--- src/hw/rtl/rcpd_pkg.sv ---
`default_nettype none

package rcpd_pkg;

    localparam int NUM_CHANNELS = 7;
    localparam int TIME_BITS    = 16;
    localparam int VALUE_BITS   = 10;
    // stored value keeps one bit of headroom over the delivered value
    localparam int STORE_BITS   = 11;

    localparam int IN_BITS      = NUM_CHANNELS + TIME_BITS;
    localparam int IN_BYTES     = (IN_BITS + 7) / 8;
    localparam int OUT_BITS     = NUM_CHANNELS * VALUE_BITS + NUM_CHANNELS;
    localparam int OUT_BYTES    = (OUT_BITS + 7) / 8;

    localparam logic [TIME_BITS-1:0]         WIDTH_MIN = TIME_BITS'(1000);
    localparam logic [TIME_BITS-1:0]         WIDTH_MAX = TIME_BITS'(2000);
    localparam logic [STORE_BITS-1:0]        WIDTH_MID = STORE_BITS'(1500);
    localparam logic signed [STORE_BITS-1:0] VALUE_LOW  = -STORE_BITS'(500);
    localparam logic signed [STORE_BITS-1:0] VALUE_HIGH = STORE_BITS'(500);

    localparam logic [NUM_CHANNELS-1:0] INVERT_RESET = NUM_CHANNELS'(8'h0a);

    typedef struct packed {
        logic [NUM_CHANNELS-1:0] levels;
        logic [TIME_BITS-1:0]    now;
    } t_sample;

endpackage

`default_nettype wire

--- src/hw/rtl/rc_pwm_pulse_decoder_unit.sv ---
`default_nettype none

// channel   dir  tdata fields (lsb up)                         handshake
// s         in   pin_levels[6:0], timestamp_us[22:7], pad     i_s_tvalid / o_s_tready
// m         out  chan0..chan6_value 10b each, updated_mask     o_m_tvalid / i_m_tready
// cfg       in   invert_mask[6:0]                              i_cfg_wr_en, no wait
//
// accepted words go via the input register and decode stage into the output register
// one word per cycle unless the master stalls; channel state updates in the decode stage
// synchronous active-low reset clears the stage valids, edge history, rise times and
// channel values (channel 0 to -500); it sets the invert mask to channels 1 and 3
// a stall on the master side holds the output word and backs up through the input stage

module rc_pwm_pulse_decoder_unit (
    input  wire                                    i_clk,
    input  wire                                    i_rst_n,
    // slave side: pin_levels, timestamp_us, zero pad
    input  wire                                    i_s_tvalid,
    output logic                                   o_s_tready,
    input  wire [rcpd_pkg::IN_BYTES*8-1:0]         i_s_tdata,
    // master side: chan0_value .. chan6_value, updated_mask, zero pad
    output logic                                   o_m_tvalid,
    input  wire                                    i_m_tready,
    output logic [rcpd_pkg::OUT_BYTES*8-1:0]       o_m_tdata,
    // invert mask register
    input  wire                                    i_cfg_wr_en,
    input  wire [rcpd_pkg::NUM_CHANNELS-1:0]       i_cfg_wr_data
);
    import rcpd_pkg::*;

    t_sample in_sample;
    t_sample stage_sample;
    logic    stage_valid;
    logic    advance;

    // configuration
    logic [NUM_CHANNELS-1:0] r_invert;

    // channel state
    logic [NUM_CHANNELS-1:0]         r_prev;
    logic [TIME_BITS-1:0]            r_rise  [NUM_CHANNELS];
    logic signed [STORE_BITS-1:0]    r_value [NUM_CHANNELS];
    logic [TIME_BITS-1:0]            n_rise  [NUM_CHANNELS];
    logic signed [STORE_BITS-1:0]    n_value [NUM_CHANNELS];
    logic [NUM_CHANNELS-1:0]         n_updated;

    // output register
    logic                    r_out_valid;
    logic [OUT_BYTES*8-1:0]  r_out_data;
    logic [OUT_BYTES*8-1:0]  n_out_data;

    assign in_sample.levels = i_s_tdata[NUM_CHANNELS-1:0];
    assign in_sample.now    = i_s_tdata[IN_BITS-1:NUM_CHANNELS];

    // decode stage moves when the output register is empty or being drained
    assign advance = stage_valid && (!r_out_valid || i_m_tready);

    rcpd_in_reg u_in_reg (
        .i_clk     (i_clk),
        .i_rst_n   (i_rst_n),
        .i_valid   (i_s_tvalid),
        .o_ready   (o_s_tready),
        .i_sample  (in_sample),
        .i_advance (advance),
        .o_valid   (stage_valid),
        .o_sample  (stage_sample)
    );

    // one decode lane per channel, all in parallel
    for (genvar n = 0; n < NUM_CHANNELS; n++) begin : g_lane
        rcpd_chan_lane u_lane (
            .i_level   (stage_sample.levels[n]),
            .i_prev    (r_prev[n]),
            .i_invert  (r_invert[n]),
            .i_now     (stage_sample.now),
            .i_rise    (r_rise[n]),
            .i_value   (r_value[n]),
            .o_rise    (n_rise[n]),
            .o_value   (n_value[n]),
            .o_updated (n_updated[n])
        );
    end

    always_ff @(posedge i_clk) begin
        if (!i_rst_n) begin
            r_invert <= INVERT_RESET;
        end else if (i_cfg_wr_en) begin
            r_invert <= i_cfg_wr_data;
        end
    end

    // state commits when the decode stage hands its word to the output register
    always_ff @(posedge i_clk) begin
        if (!i_rst_n) begin
            r_prev <= '0;
            for (int n = 0; n < NUM_CHANNELS; n++) begin
                r_rise[n]  <= '0;
                r_value[n] <= (n == 0) ? VALUE_LOW : '0;
            end
        end else if (advance) begin
            r_prev <= stage_sample.levels;
            for (int n = 0; n < NUM_CHANNELS; n++) begin
                r_rise[n]  <= n_rise[n];
                r_value[n] <= n_value[n];
            end
        end
    end

    // pack values low first, then the updated mask, zero pad on top
    always_comb begin
        n_out_data = '0;
        for (int n = 0; n < NUM_CHANNELS; n++) begin
            n_out_data[n*VALUE_BITS +: VALUE_BITS] = n_value[n][VALUE_BITS-1:0];
        end
        n_out_data[NUM_CHANNELS*VALUE_BITS +: NUM_CHANNELS] = n_updated;
    end

    always_ff @(posedge i_clk) begin
        if (!i_rst_n) begin
            r_out_valid <= 1'b0;
        end else if (advance) begin
            r_out_valid <= 1'b1;
        end else if (i_m_tready) begin
            r_out_valid <= 1'b0;
        end
    end

    always_ff @(posedge i_clk) begin
        if (advance) begin
            r_out_data <= n_out_data;
        end
    end

    assign o_m_tvalid = r_out_valid;
    assign o_m_tdata  = r_out_data;

endmodule

`default_nettype wire

--- src/hw/rtl/rcpd_in_reg.sv ---
`default_nettype none

module rcpd_in_reg (
    input  wire                    i_clk,
    input  wire                    i_rst_n,
    input  wire                    i_valid,
    output logic                   o_ready,
    input  rcpd_pkg::t_sample      i_sample,
    input  wire                    i_advance,
    output logic                   o_valid,
    output rcpd_pkg::t_sample      o_sample
);
    import rcpd_pkg::*;

    logic    r_valid;
    t_sample r_sample;

    // slot frees when empty or when its word moves on this cycle
    assign o_ready  = !r_valid || i_advance;
    assign o_valid  = r_valid;
    assign o_sample = r_sample;

    always_ff @(posedge i_clk) begin
        if (!i_rst_n) begin
            r_valid <= 1'b0;
        end else if (o_ready) begin
            r_valid <= i_valid;
        end
    end

    always_ff @(posedge i_clk) begin
        if (o_ready && i_valid) begin
            r_sample <= i_sample;
        end
    end

endmodule

`default_nettype wire

--- src/hw/rtl/rcpd_chan_lane.sv ---
`default_nettype none

module rcpd_chan_lane (
    input  wire                                        i_level,
    input  wire                                        i_prev,
    input  wire                                        i_invert,
    input  wire [rcpd_pkg::TIME_BITS-1:0]              i_now,
    input  wire [rcpd_pkg::TIME_BITS-1:0]              i_rise,
    input  wire signed [rcpd_pkg::STORE_BITS-1:0]      i_value,
    output logic [rcpd_pkg::TIME_BITS-1:0]             o_rise,
    output logic signed [rcpd_pkg::STORE_BITS-1:0]     o_value,
    output logic                                       o_updated
);
    import rcpd_pkg::*;

    logic [TIME_BITS-1:0]         width;
    logic signed [STORE_BITS-1:0] base;
    logic signed [STORE_BITS-1:0] decoded;

    // pulse width wraps with the timestamp
    assign width = i_now - i_rise;

    always_comb begin
        if (width < WIDTH_MIN) begin
            base = VALUE_LOW;
        end else if (width > WIDTH_MAX) begin
            base = VALUE_HIGH;
        end else begin
            // in range the width fits the stored width, offset modulo 2^STORE_BITS
            base = signed'(width[STORE_BITS-1:0] - WIDTH_MID);
        end
        decoded = i_invert ? -base : base;
    end

    always_comb begin
        o_rise    = i_rise;
        o_value   = i_value;
        o_updated = 1'b0;
        if (i_level && !i_prev) begin
            o_rise = i_now;
        end else if (!i_level && i_prev) begin
            o_value   = decoded;
            o_updated = 1'b1;
        end
    end

endmodule

`default_nettype wire

--- config.mk ---
export PLATFORM = sky130hd
export DESIGN_NAME = rc_pwm_pulse_decoder_unit
export DESIGN_NICKNAME = d
export VERILOG_FILES = /design/src/hw/rtl/rcpd_pkg.sv /design/src/hw/rtl/rc_pwm_pulse_decoder_unit.sv /design/src/hw/rtl/rcpd_in_reg.sv /design/src/hw/rtl/rcpd_chan_lane.sv
export SDC_FILE = /design/constraint.sdc
export NUM_CORES = 1
export LEC_CHECK = 0
export BUFFER_PORTS_ARGS = -buffer_cell sky130_fd_sc_hd__buf_2
export CAP_MARGIN = 20
export CORE_MARGIN = 2
export CORE_UTILIZATION = 55
export CTS_CLUSTER_DIAMETER = 50
export DETAILED_ROUTE_END_ITERATION = 7
export PLACE_DENSITY_LB_ADDON = 0.25
export SETUP_SLACK_MARGIN = 0.3
export SLEW_MARGIN = 10
export SYNTH_ARGS = -nofsm -noshare
export SYNTH_HDL_FRONTEND = slang
export SYNTH_SLANG_ARGS = --single-unit
--- constraint.sdc ---
create_clock -name i_clk -period 6.6 [get_ports i_clk]
set_input_delay 1.65 -clock i_clk [delete_from_list [all_inputs] [get_ports i_clk]]
set_output_delay 1.65 -clock i_clk [all_outputs]
set_load 0.01 [all_outputs]
Word level (Yosys, flattened, before mapping). Memory sizes are Yosys's and may differ from the RTL's. Index checks and enable logic that the tools add are counted.

Reductions and logical operators: 35. Mux-type cells: 69. Magnitude comparators: 14. Add/subtract/negate cells: 21. Bitwise operators: 14.

Operators with widths (count): 2-to-1 mux 11 bit (42); 2-to-1 mux 16 bit (14); greater-than comparator 16 x 11 -> 1 bit, second input constant (7); < comparator 16 x 10 -> 1 bit, second input constant (7); subtractor 16 bit (7); negation 11 bit (7); subtractor 11 bit, second input constant (7); logical AND 1 bit (16); zero test 1 bit (16); OR 1 bit (14); 2-to-1 mux 1 bit (13); logical OR 1 bit (2); nonzero test 2 bit (1).

Logic and storage cells: 169. Output and inout port bits: 82. Flip-flop bits (word level): 116. RAM bits: 189. Input bits: 36. Memories kept: 2.

Memories: r_rise (depth 7, width 16, read ports 7, clocked after memory_dff 0, write ports 7, RTL line rc_pwm_pulse_decoder_unit.sv:41) `logic [TIME_BITS-1:0] r_rise [NUM_CHANNELS];`; r_value (depth 7, width 11, read ports 7, clocked after memory_dff 0, write ports 7, RTL line rc_pwm_pulse_decoder_unit.sv:42) `logic signed [STORE_BITS-1:0] r_value [NUM_CHANNELS];`.

Longest topological paths before layout. Gate-level depths: netlist of run 1. An unclocked memory read counts as a cell.

Depth in word-level cells: 10. Gate-level depth with buffers: 22. Gate-level depth less buffers: 22.

Modules after synthesis. A second synthesis of run 1 with hierarchy kept.

Cells, all modules: 2753. Area, all modules: 25371.8 um2.

Modules (own cells, without submodules): rcpd_chan_lane (g_lane[0].u_lane ...) (area an instance 2065.7 um2, times used 5, cells an instance 308, seq. area each 0.0 um2); rc_pwm_pulse_decoder_unit (area an instance 10119.7 um2, times used 1, cells an instance 542, seq. area each 8287.9 um2); rcpd_chan_lane (g_lane[3].u_lane) (area an instance 2119.5 um2, times used 1, cells an instance 322, seq. area each 0.0 um2); rcpd_chan_lane (g_lane[5].u_lane) (area an instance 2055.7 um2, times used 1, cells an instance 321, seq. area each 0.0 um2); rcpd_in_reg (area an instance 748.2 um2, times used 1, cells an instance 28, seq. area each 710.7 um2).

Least setup slack after synthesis of run 1. No wires, ideal clock.

Kind: input to register. Start: input i_m_tready. End: memory r_rise[0][10] (data pin). Data arrival time: 4.778 ns. Stages: 6. Path buffers: 2. Data required time: 6.436 ns. Setup slack: 1.658 ns. Setup time: 0.164 ns. Path through: nor2b_1 -> nand2b_1 -> clkbuf_1 -> clkinv_1 -> clkbuf_1 -> and2_1.

RTL lines: start: declaration (RTL line rc_pwm_pulse_decoder_unit.sv:23) `input wire i_m_tready,`; end: declaration (RTL line rc_pwm_pulse_decoder_unit.sv:41).

==> key figures, run 1 <==
Clock network
  – CTS tree: built
  – Root buffer cell: clkbuf_16
  – Setup bufs post-CTS: 0
  – Post-CTS Hold Fix Bufs: 0
  – PostCTS Resize Cnt: 0
  – Clk pin slew, worst setup/hold paths: 0.06 ns
  – TritonCTS buffer count: 39
  – Clk_lat worst skew: 0.57 ns
  – Clk sinks: 298
  – H-tree level count: 2
  – Clock Tree Buf Depth: 3

Logic synthesis
  – Most common cell in the netlist: edfxtp_1
  – Share of the synthesized area in the top cell type: 39.1%
  – Ys flop type: edfxtp_1
  – FFs w/ async S/R, synth: 0%
  – Post-synthesis sequential area ratio: 40.6%
  – Mean cell area of the mapped netlist: 9.46 sq um
  – Post-Synthesis Cells: 2288
  – Yosys cell types: 105
  – Syn Std Cell Area: 0.0216 sq mm
  – Top post-synthesis cells by area: edfxtp_1 (39%), ha_1 (7.6%), a21oi_1 (4.0%), xnor2_1 (3.8%), inv_1 (2.9%)
  – Yosys synthesis warning count: 0
  – Largest area contributor in the netlist: edfxtp_1
  – Synth top cells by count: edfxtp_1 (282), a21oi_1 (174), inv_1 (167)
  – FF+latch count, synth: 298
  – Number of synthesized flops with an enable pin: 282

Final layout
  – Final Util: 62.1%
  – Layout area overhead: 11.2%
  – Fill count: 3264
  – Non-filler cells, final: 2928
  – Layout cells sized above 1: 11.4%
  – # nets final: 2554
  – Diode count: 0

Die
  – Core Area: 0.0387 sq mm
  – I/O pin count: 118
  – Die area: 0.0410 sq mm
  – Initial core utilization: 55.9%
  – Die width: 202 um
  – Rows: 72
  – Die height: 202 um

Routing
  – Routed length on met2: 25900 um
  – Vias/cell: 6.18
  – DR vias: 18100
  – Post-route ant nets: 0
  – Initial detailed-routing violation count: 1623
  – Uppermost layer routed: met5
  – Wl on met1: 24900 um
  – Pre-Repair DR Iteration Count: 5
  – Routed len/inst: 19.4 um
  – Final wirelength: 56900 um
  – Metal3 WL: 4130 um
  – DRC: 0

Setup path
  – Crit end category: register
  – Crit path max fanout: 13
  – CP arrival: 6.08 ns
  – Crit start category: register
  – Crit Path Category: register to register
  – CP required: 6.98 ns

GRT
  – Gr ovfl total: 0
  – First-pass GRT wire length: 89700 um
  – Vias in the first global route: 16700
  – Antenna violations before repair: 1
  – All-Layer GR Usage: 27.7%
  – Largest net degree at the start of global routing: 71

Placed design
  – GPL Wtd Cong: 0.973
  – Placed Cells: 2855
  – # port buffers: 113
  – HPWL Detailed: 40100 um

STA
  – Time the worst path needs with I/O delays and setup: 5.70 ns
  – Setup TNS: 0 ns
  – Max-slew violations: 0
  – Final hold vios: 0
  – Worst slew pin tran: 1.00 ns
  – FMAX: 176 MHz
  – Clk_skew: 0.0344 ns
  – Max-Slew Margin vs Limit: 32.4%
  – RSZ-0062 raised after global routing: no
  – Final period util: 86.3%
  – Final setup viols: 0

Power and ir drop
  – P per Cell Area: 265 mW/mm^2
  – Peak VDD IR: 198 uV
  – Leak Pwr: 9.43 nW

Hold path
  – Min-Delay Path Class: register to register

Run status
  – Status: completed

Run
  – Max cap viols: 0
[routing by layer]
layer	track usage, %	vias to the layer above
met5	0	-
met4	10.1	2
met3	4.21	132
met2	44.5	625
met1	38.1	8559
li1	-	8764
[metrics by stage]
step	power [mW]	cell area (sq um)	setup slack, ns	hold WS, ns
2_1_floorplan	3.76	21700	1.66	0.445
3_3_place_gp	4.14	22700	1.11	0.452
3_5_place_dp	4.18	22700	1.02	0.458
4_1_cts	6.37	24000	0.969	0.467
5_1_grt	6.70	24100	0.426	0.486
6_report	6.37	24100	0.902	0.467
[worst max-delay path, stage by stage, from the launching register on]
cell and delay [ns]:
edfxtp_1 0.36, inv_1 0.67, ha_1 0.29, fa_1 0.18, nand2b_1 0.20, a21oi_1 0.11
o41a_1 0.37, a21o_1 0.19, a211o_1 0.31, or4_1 0.69, nand3_1 0.34, or3_1 0.19
ha_1 0.16, nand3b_1 0.14, or2_2 0.32, a31oi_1 0.18, xnor2_1 0.08, or3_1 0.29
and3_1 0.20, a211oi_1 0.22
[power breakdown]
group          internal, mW  total (mW)  switching, mW
Sequential             2.20        2.27         0.0672
Clock                  1.31        2.18          0.873
Combinational         0.737        1.92           1.18
Total                  4.25        6.37           2.12
[sequential cells by signal, summed over array words and instances, names as in the netlist]
| register | cells |
|---|---|
| r_rise | 112 |
| u_in_reg.o_valid | 1 |
| o_m_tdata | 77 |
| r_value | 70 |
| u_in_reg.o_sample | 23 |
| r_invert | 7 |
| o_m_tvalid | 1 |
| r_prev | 7 |
[placed cells by master, fill, tap and decap left out, types with 21 or more instances in the layout]
master and instances:
a21o_1 35, and3_1 22, nand3_1 69, and2_1 75, nor3_1 42, o31ai_1 21, ha_1 132, o21ai_0 95
edfxtp_1 282, nand2_1 159, buf_2 113, a31oi_1 38, o21a_1 24, nand2b_1 42, clkbuf_16 40, o211ai_1 30
a211oi_1 37, or3_1 39, xnor2_1 94, inv_1 166, a21oi_1 174, nor2_1 163, nor2b_1 22, buf_4 26
xor2_1 34
[kinds of logic (layout without fill, tap and decap cells)]
| family | Yosys count | in the layout | synth area share [%] |
|---|---|---|---|
| compound gates | 671 | 671 | 21.3 |
| xor+xnor | 132 | 132 | 5.54 |
| fa+ha+maj | 140 | 140 | 8.32 |
| buf+inv | 262 | 382 | 4.69 |
| flops | 298 | 298 | 40.6 |
| mux | 22 | 22 | 1.03 |
| other cells | 1 | 3 | 0.0173 |
| simple gates | 762 | 762 | 18.5 |
[layout make-up]
class	count	area (sq um)	area share (%)
clock buffer	48	1050	4.37
timing repair buffer	140	788	3.27
multi-input combinational	1730	11900	49.3
clock inverter	24	283	1.17
sequential	298	8790	36.5
inverter	170	641	2.66
tap	518	648	2.69
[worst paths after layout]
path	start	endpoint	slack [ns]	depth (start not counted)
worst max-delay path	u_in_reg.o_sample[0]	r_value[5][8]	0.90	19
worst max register to register	u_in_reg.o_sample[0]	r_value[5][8]	0.90	19
worst min-delay path	r_prev[2]	r_prev[2]	0.47	2
worst min register to register	r_prev[2]	r_prev[2]	0.47	2
Power figures use the tool's default switching activity.
==> inputs of run 2 (changes only) <==
- HOLD_SLACK_MARGIN: not set -> 0.08
- clock period: 6.6 -> 5.7 ns (I/O delays scaled with it)
==> key figures, run 2 (synthesis gave the netlist of run 1 again) <==
Clock network
  – Root buffer cell: clkbuf_16
  – Clock Tree Buf Depth: 3 (unchanged)
  – CTS tree: built
  – Clk pin slew, worst setup/hold paths: 0.06 ns (about the same)
  – Clk sinks: 298 (unchanged)
  – TritonCTS buffer count: 41 (+5.1%)
  – H-tree level count: 2 (unchanged)
  – Clk_lat worst skew: 0.58 ns (about the same)

STA
  – Final hold vios: 0 (unchanged)
  – Worst slew pin tran: 0.994 ns (-0.00592 ns)
  – Setup TNS: 0 ns (unchanged)
  – Clk_skew: 0.0204 ns (-0.0140 ns)
  – Min Hold Slack: 0.468 ns (+0.000856 ns)
  – FMAX: 193 MHz (+10%)
  – Max-slew violations: 0 (unchanged)
  – Worst setup margin: 0.524 ns (-0.378 ns)
  – Final period util: 90.8% (+4.5 points)
  – Final setup viols: 0 (unchanged)
  – RSZ-0062 raised after global routing: yes
  – Time the worst path needs with I/O delays and setup: 5.18 ns (-0.522 ns)
  – Max-Slew Margin vs Limit: 33.7% (+1.3 points)

Final layout
  – Most frequent cells in the layout: edfxtp_1 (282), a21oi_1 (173), inv_1 (166)
  – Biggest register: r_rise
  – Layout cells sized above 1: 13.2% (+1.8 points)
  – Fill count: 3214 (-1.5%)
  – Final Util: 63.3% (+1.1 points)
  – # nets final: 2588 (+1.3%)
  – Final Cell Area: 0.0245 sq mm (+1.8%)
  – Layout area overhead: 13.2%
  – Diode count: 0 (unchanged)
  – Most common cell after layout, fill and taps aside: edfxtp_1
  – Non-filler cells, final: 2962 (+1.2%)
  – Max reg flops: 112 (unchanged)

Die
  – Core Area: 0.0387 sq mm (unchanged)
  – Die width: 202 um (unchanged)
  – Die area: 0.0410 sq mm (unchanged)
  – Rows: 72 (unchanged)
  – Initial core utilization: 55.9% (unchanged)
  – Die height: 202 um (unchanged)
  – I/O pin count: 118 (unchanged)

Placed design
  – HPWL Detailed: 40400 um (+0.74%)
  – Placed Cells: 2871 (+0.56%)
  – DP Worst Slack: 0.314 ns (-0.703 ns)
  – # port buffers: 113 (unchanged)
  – GPL Wtd Cong: 0.924 (-5.0%)
  – Post-placement cell area: 0.0228 sq mm (+0.62%)

Setup path
  – Crit Path Category: register to register
  – CP required: 6.03 ns (-0.95 ns)
  – Crit end category: register
  – Crit start category: register
  – Flop2flop setup slack: 0.52 ns (-0.38 ns)
  – CP max stage delay: 0.45 ns (-0.24 ns)
  – Critical Path, Cell by Cell: clkinvlp_4 > ha_1 > fa_1 > nand2b_1 > a21bo_2 > a211oi_1 > o311ai_0 > a21oi_1 > o2111ai_1 > buf_4 > nand2b_1 > or3_1 > ha_1 > nand3_1 > nor2_1 > o21ai_1 > nor4_1 > xnor2_1 > o211ai_1 > a22o_1 > and2_1
  – CP arrival: 5.51 ns (-0.57 ns)
  – Critical path's slowest cell: fa_1
  – Crit path max fanout: 7 (-6)

Power and ir drop
  – Power Total: 7.48 mW (+17%)
  – P per Cell Area: 305 mW/mm^2 (+15%)
  – Leak Pwr: 9.65 nW (+2.3%)
  – Peak VDD IR: 333 uV (+68%)

GRT
  – Gr ovfl total: 0 (unchanged)
  – All-Layer GR Usage: 27.3% (-0.43 points)
  – Largest net degree at the start of global routing: 71 (unchanged)
  – Antenna violations before repair: 0 (-1)
  – First-pass GRT wire length: 89100 um (-0.63%)
  – Vias in the first global route: 16800 (+0.31%)

Routing
  – Post-route ant nets: 0 (unchanged)
  – Final wirelength: 57200 um (+0.58%)
  – Routed len/inst: 19.3 um (-0.58%)
  – Vias/cell: 6.15 (-0.40%)
  – DRC: 0 (unchanged)
  – Pre-Repair DR Iteration Count: 6 (+1)
  – Initial detailed-routing violation count: 1341 (-17%)
  – DR vias: 18200 (+0.76%)

Hold path
  – Min-Delay Path Class: register to register

Run status
  – Status: completed

Run
  – Max cap viols: 0 (unchanged)
[run 2: critical path, delay by kind of cell (launching register included)]
family	cells	cell delay, ns
compound gates	8	1.67
buf+inv	2	0.40
xor+xnor	1	0.20
fa+ha+maj	3	0.96
simple gates	7	1.34
flops	1	0.37
[run 2: timing repair]
action	CTS	global route
cloned	0	0
pin swaps	0	2
buffers inserted	2	14
hold endpoints to repair	0	0
endpoints found under the setup margin	1	26
hold buffers	0	0
gates resized for setup	0	19
[run 2: per-layer routing]
metal | vias up | part of all wire (%) | global-route usage [%]
li1 | 8845 | - | -
met1 | 8657 | 45 | 37.7
met2 | 613 | 45 | 43.6
met3 | 104 | 7.0 | 4.34
met4 | 0 | 2.9 | 9.31
met5 | - | 0 | 0
[run 2: final cells by class]
| cell class | instances | area [sq um] | area share, % |
|---|---|---|---|
| multi-input combinational | 1730 | 12000 | 48.8 |
| sequential | 298 | 8790 | 35.9 |
| timing repair buffer | 172 | 1100 | 4.50 |
| clock buffer | 46 | 1070 | 4.35 |
| tap | 518 | 648 | 2.64 |
| inverter | 170 | 644 | 2.63 |
| clock inverter | 28 | 302 | 1.23 |
[run 2: where the power goes]
group	total, mW	internal [mW]	leakage [nW]	switching [mW]
Sequential	2.61	2.55	2.99	0.0613
Combinational	2.30	0.884	6.00	1.42
Clock	2.57	1.49	0.656	1.08
Total	7.48	4.92	9.65	2.56
[run 2: path summary, 6_finish.rpt]
check	startpoint	to	depth (start not counted)
worst max register to register	u_in_reg.o_sample[0]	r_value[1][8]	21
worst max-delay path	u_in_reg.o_sample[0]	r_value[1][8]	21
worst min register to register	r_prev[6]	r_prev[6]	2
worst min-delay path	r_prev[6]	r_prev[6]	2
==> inputs of run 3 (changes only) <==
- SYNTH_HIERARCHICAL: not set -> 1
==> key figures, run 3 <==
STA
  – FMAX: 197 MHz (+1.7%)
  – Setup TNS: 0 ns (unchanged)
  – Max-Slew Margin vs Limit: 36.4% (+2.7 points)
  – Final period util: 89.3% (-1.5 points)
  – Final setup viols: 0 (unchanged)
  – Max-slew violations: 0 (unchanged)
  – Worst slew pin tran: 0.954 ns (-0.0409 ns)
  – Time the worst path needs with I/O delays and setup: 5.09 ns (-0.0883 ns)
  – Clk_skew: 0.0199 ns (-0.000519 ns)
  – Worst setup margin: 0.613 ns (+0.0883 ns)
  – Final hold vios: 0 (unchanged)
  – RSZ-0062 raised after global routing: no

Power and ir drop
  – Int Pwr: 5.30 mW (+7.9%)
  – Combinational Power Share: 36.3% (+5.6 points)
  – P per Cell Area: 307 mW/mm^2 (+0.62%)
  – Psw: 3.01 mW (+18%)
  – Clock power share: 31.6% (-2.8 points)
  – Peak VDD IR: 284 uV (-15%)
  – Sw frac: 36.2% (+2.0 points)
  – Sequential Power Share: 32.1% (-2.8 points)
  – Leak Pwr: 10.6 nW (+10%)

Setup path
  – Crit start category: register
  – Critical path's slowest cell: or4_1
  – R2R Path Start: u_in_reg/o_sample[0]
  – Instance count on the critical path: 19 (-9.5%)
  – CP arrival: 5.42 ns (-0.09 ns)
  – Critical Path, Cell by Cell: buf_4 > inv_1 > ha_1 > fa_1 > nor2b_1 > o22a_1 > xor2_2 > o31ai_1 > a211oi_4 > a22oi_2 > nand2_1 > or2_1 > ha_1 > nand3b_1 > or4_1 > a31oi_1 > o221ai_1 > o21a_1 > and2_1
  – CP max stage delay: 0.49 ns (+0.04 ns)
  – Worst reg2reg endpoint: r_value[1][6]
  – Crit end category: register
  – R2r worst-path depth: 19 (-9.5%)
  – CP required: 6.03 ns (about the same)
  – Crit-path most repeated cell: ha_1
  – Top cell family by delay on the critical path: compound AO/OA/AOI/OAI gates
  – Crit Path Category: register to register
  – Critical Path Start: u_in_reg/o_sample[0]
  – Crit path max fanout: 10 (+3)
  – CP bufs+invs: 2 (unchanged)
  – Capture point of the critical path: r_value[1][6]
  – Flop2flop setup slack: 0.61 ns (+0.09 ns)

Final layout
  – Most frequent cells in the layout: edfxtp_1 (282), nand2_1 (250), o21ai_0 (205)
  – Diode count: 0 (unchanged)
  – Layout cells sized above 1: 16.4% (+3.2 points)
  – Layout area overhead: 9.36%
  – Max reg flops: 112 (unchanged)
  – Biggest register: r_rise
  – # nets final: 2905 (+12%)
  – Most common cell after layout, fill and taps aside: edfxtp_1

Logic synthesis
  – Post-Synthesis Cells: 2680 (+17%)
  – Syn Std Cell Area: 0.0248 sq mm (+14%)
  – Mean cell area of the mapped netlist: 9.24 sq um (-2.3%)
  – Yosys synthesis warning count: 6 (+6)

Routing
  – Pre-Repair DR Iteration Count: 8 (+2)
  – Initial detailed-routing violation count: 1572 (+17%)
  – Post-route ant nets: 0 (unchanged)
  – Final wirelength: 59700 um (+4.4%)
  – Vias/cell: 6.05 (-1.6%)
  – DRC: 0 (unchanged)
  – Routed len/inst: 17.7 um (-8.2%)
  – DR vias: 20400 (+12%)

Die
  – Die area: 0.0467 sq mm (+14%)
  – I/O pin count: 118 (unchanged)
  – Die width: 216 um (+6.8%)
  – Core Area: 0.0443 sq mm (+14%)
  – Initial core utilization: 55.9% (about the same)
  – Rows: 77 (+6.9%)
  – Die height: 216 um (+6.8%)

Clock network
  – Clk pin slew, worst setup/hold paths: 0.06 ns (about the same)
  – H-tree level count: 2 (unchanged)
  – Clk sinks: 298 (unchanged)
  – PostCTS Resize Cnt: 0 (unchanged)
  – Root buffer cell: clkbuf_16
  – Post-CTS Hold Fix Bufs: 0 (unchanged)
  – TritonCTS buffer count: 41 (unchanged)
  – Clk_lat worst skew: 0.58 ns (about the same)
  – Clock Tree Buf Depth: 3 (unchanged)
  – CTS tree: built
  – Setup bufs post-CTS: 0 (-2)

GRT
  – Vias in the first global route: 19000 (+13%)
  – Antenna violations before repair: 0 (unchanged)
  – Global routing usage on met2: 40.5% (-3.1 points)
  – Largest net degree at the start of global routing: 81 (+14%)
  – Gr ovfl total: 0 (unchanged)
  – Met3 Usage GRT: 3.41% (-0.93 points)
  – M1 GR Usage: 35.2% (-2.6 points)
  – Busiest metal layer after global routing: met2
  – All-Layer GR Usage: 25.2% (-2.1 points)
  – First-pass GRT wire length: 97400 um (+9.3%)

Placed design
  – HPWL Detailed: 42000 um (+4.0%)
  – DP Worst Slack: 0.679 ns (+0.366 ns)
  – GPL Wtd Cong: 0.938 (+1.5%)
  – # port buffers: 113 (unchanged)

Run status
  – Status: completed

Hold path
  – Cell depth of the worst hold path: 2 (unchanged)
  – Min-Delay Path Class: register to register

Run
  – Max cap viols: 0 (unchanged)
[run 3: final cells by class]
| type | instances | area (sq um) |
|---|---|---|
| well taps | 592 | 741 |
| clock inverters | 27 | 274 |
| clock buffers | 49 | 1130 |
| fillers | 3825 | 17200 |
| inverters | 152 | 571 |
| flip-flops and latches | 298 | 8790 |
| repair buffers | 162 | 946 |
| multi-input cells | 2088 | 14600 |
[run 3: layer usage]
layer,vias to the layer above,routed length [um],part of all wire (%)
li1,10100,-,-
met1,9693,28200,47
met2,504,26900,45
met3,98,2870,4.8
met4,0,1780,3.0
met5,-,0,0
[run 3: stage by stage]
step / hold WS, ns / instances / utilization (%) / cell area, sq um / power [mW]
CTS: 0.479 / 3366 / 61.1 / 27100 / 8.33
floorplan: 0.436 / 2682 / - / 24800 / 5.07
detailed placement: 0.471 / 3290 / 57.9 / 25700 / 5.67
finish: 0.477 / 3368 / 61.1 / 27100 / 8.32
global route: 0.511 / 3368 / 61.1 / 27100 / 8.79
global placement: 0.458 / 3290 / 57.9 / 25700 / 5.61
[run 3: power by group through the flow]
stage | clock network (mW) | logic (mW) | registers, mW
after floorplan | 0 | 2.35 | 2.72
after global placement | 0 | 2.90 | 2.71
after detailed placement | 0 | 2.96 | 2.71
after CTS | 2.68 | 2.98 | 2.67
after global routing | 2.77 | 3.34 | 2.68
final | 2.63 | 3.02 | 2.67
[run 3: worst register-to-register path: stages (launching register included)]
cell and delay [ns]:
edfxtp_1 0.45, buf_4 0.27, inv_1 0.07, ha_1 0.22
fa_1 0.41, nor2b_1 0.24, o22a_1 0.23, xor2_2 0.37
o31ai_1 0.22, a211oi_4 0.43, a22oi_2 0.18, nand2_1 0.14
or2_1 0.13, ha_1 0.18, nand3b_1 0.17, or4_1 0.50
a31oi_1 0.20, o221ai_1 0.17, o21a_1 0.15, and2_1 0.13
[run 3: worst min path at each step]
stage           startpoint           to  slack [ns]
2_1_floorplan  r_invert[1]  r_invert[1]        0.44
3_3_place_gp     r_prev[5]    r_prev[5]        0.46
3_5_place_dp     r_prev[0]    r_prev[0]        0.47
4_1_cts          r_prev[3]    r_prev[3]        0.48
5_1_grt          r_prev[1]    r_prev[1]        0.51
6_report         r_prev[0]    r_prev[0]        0.48
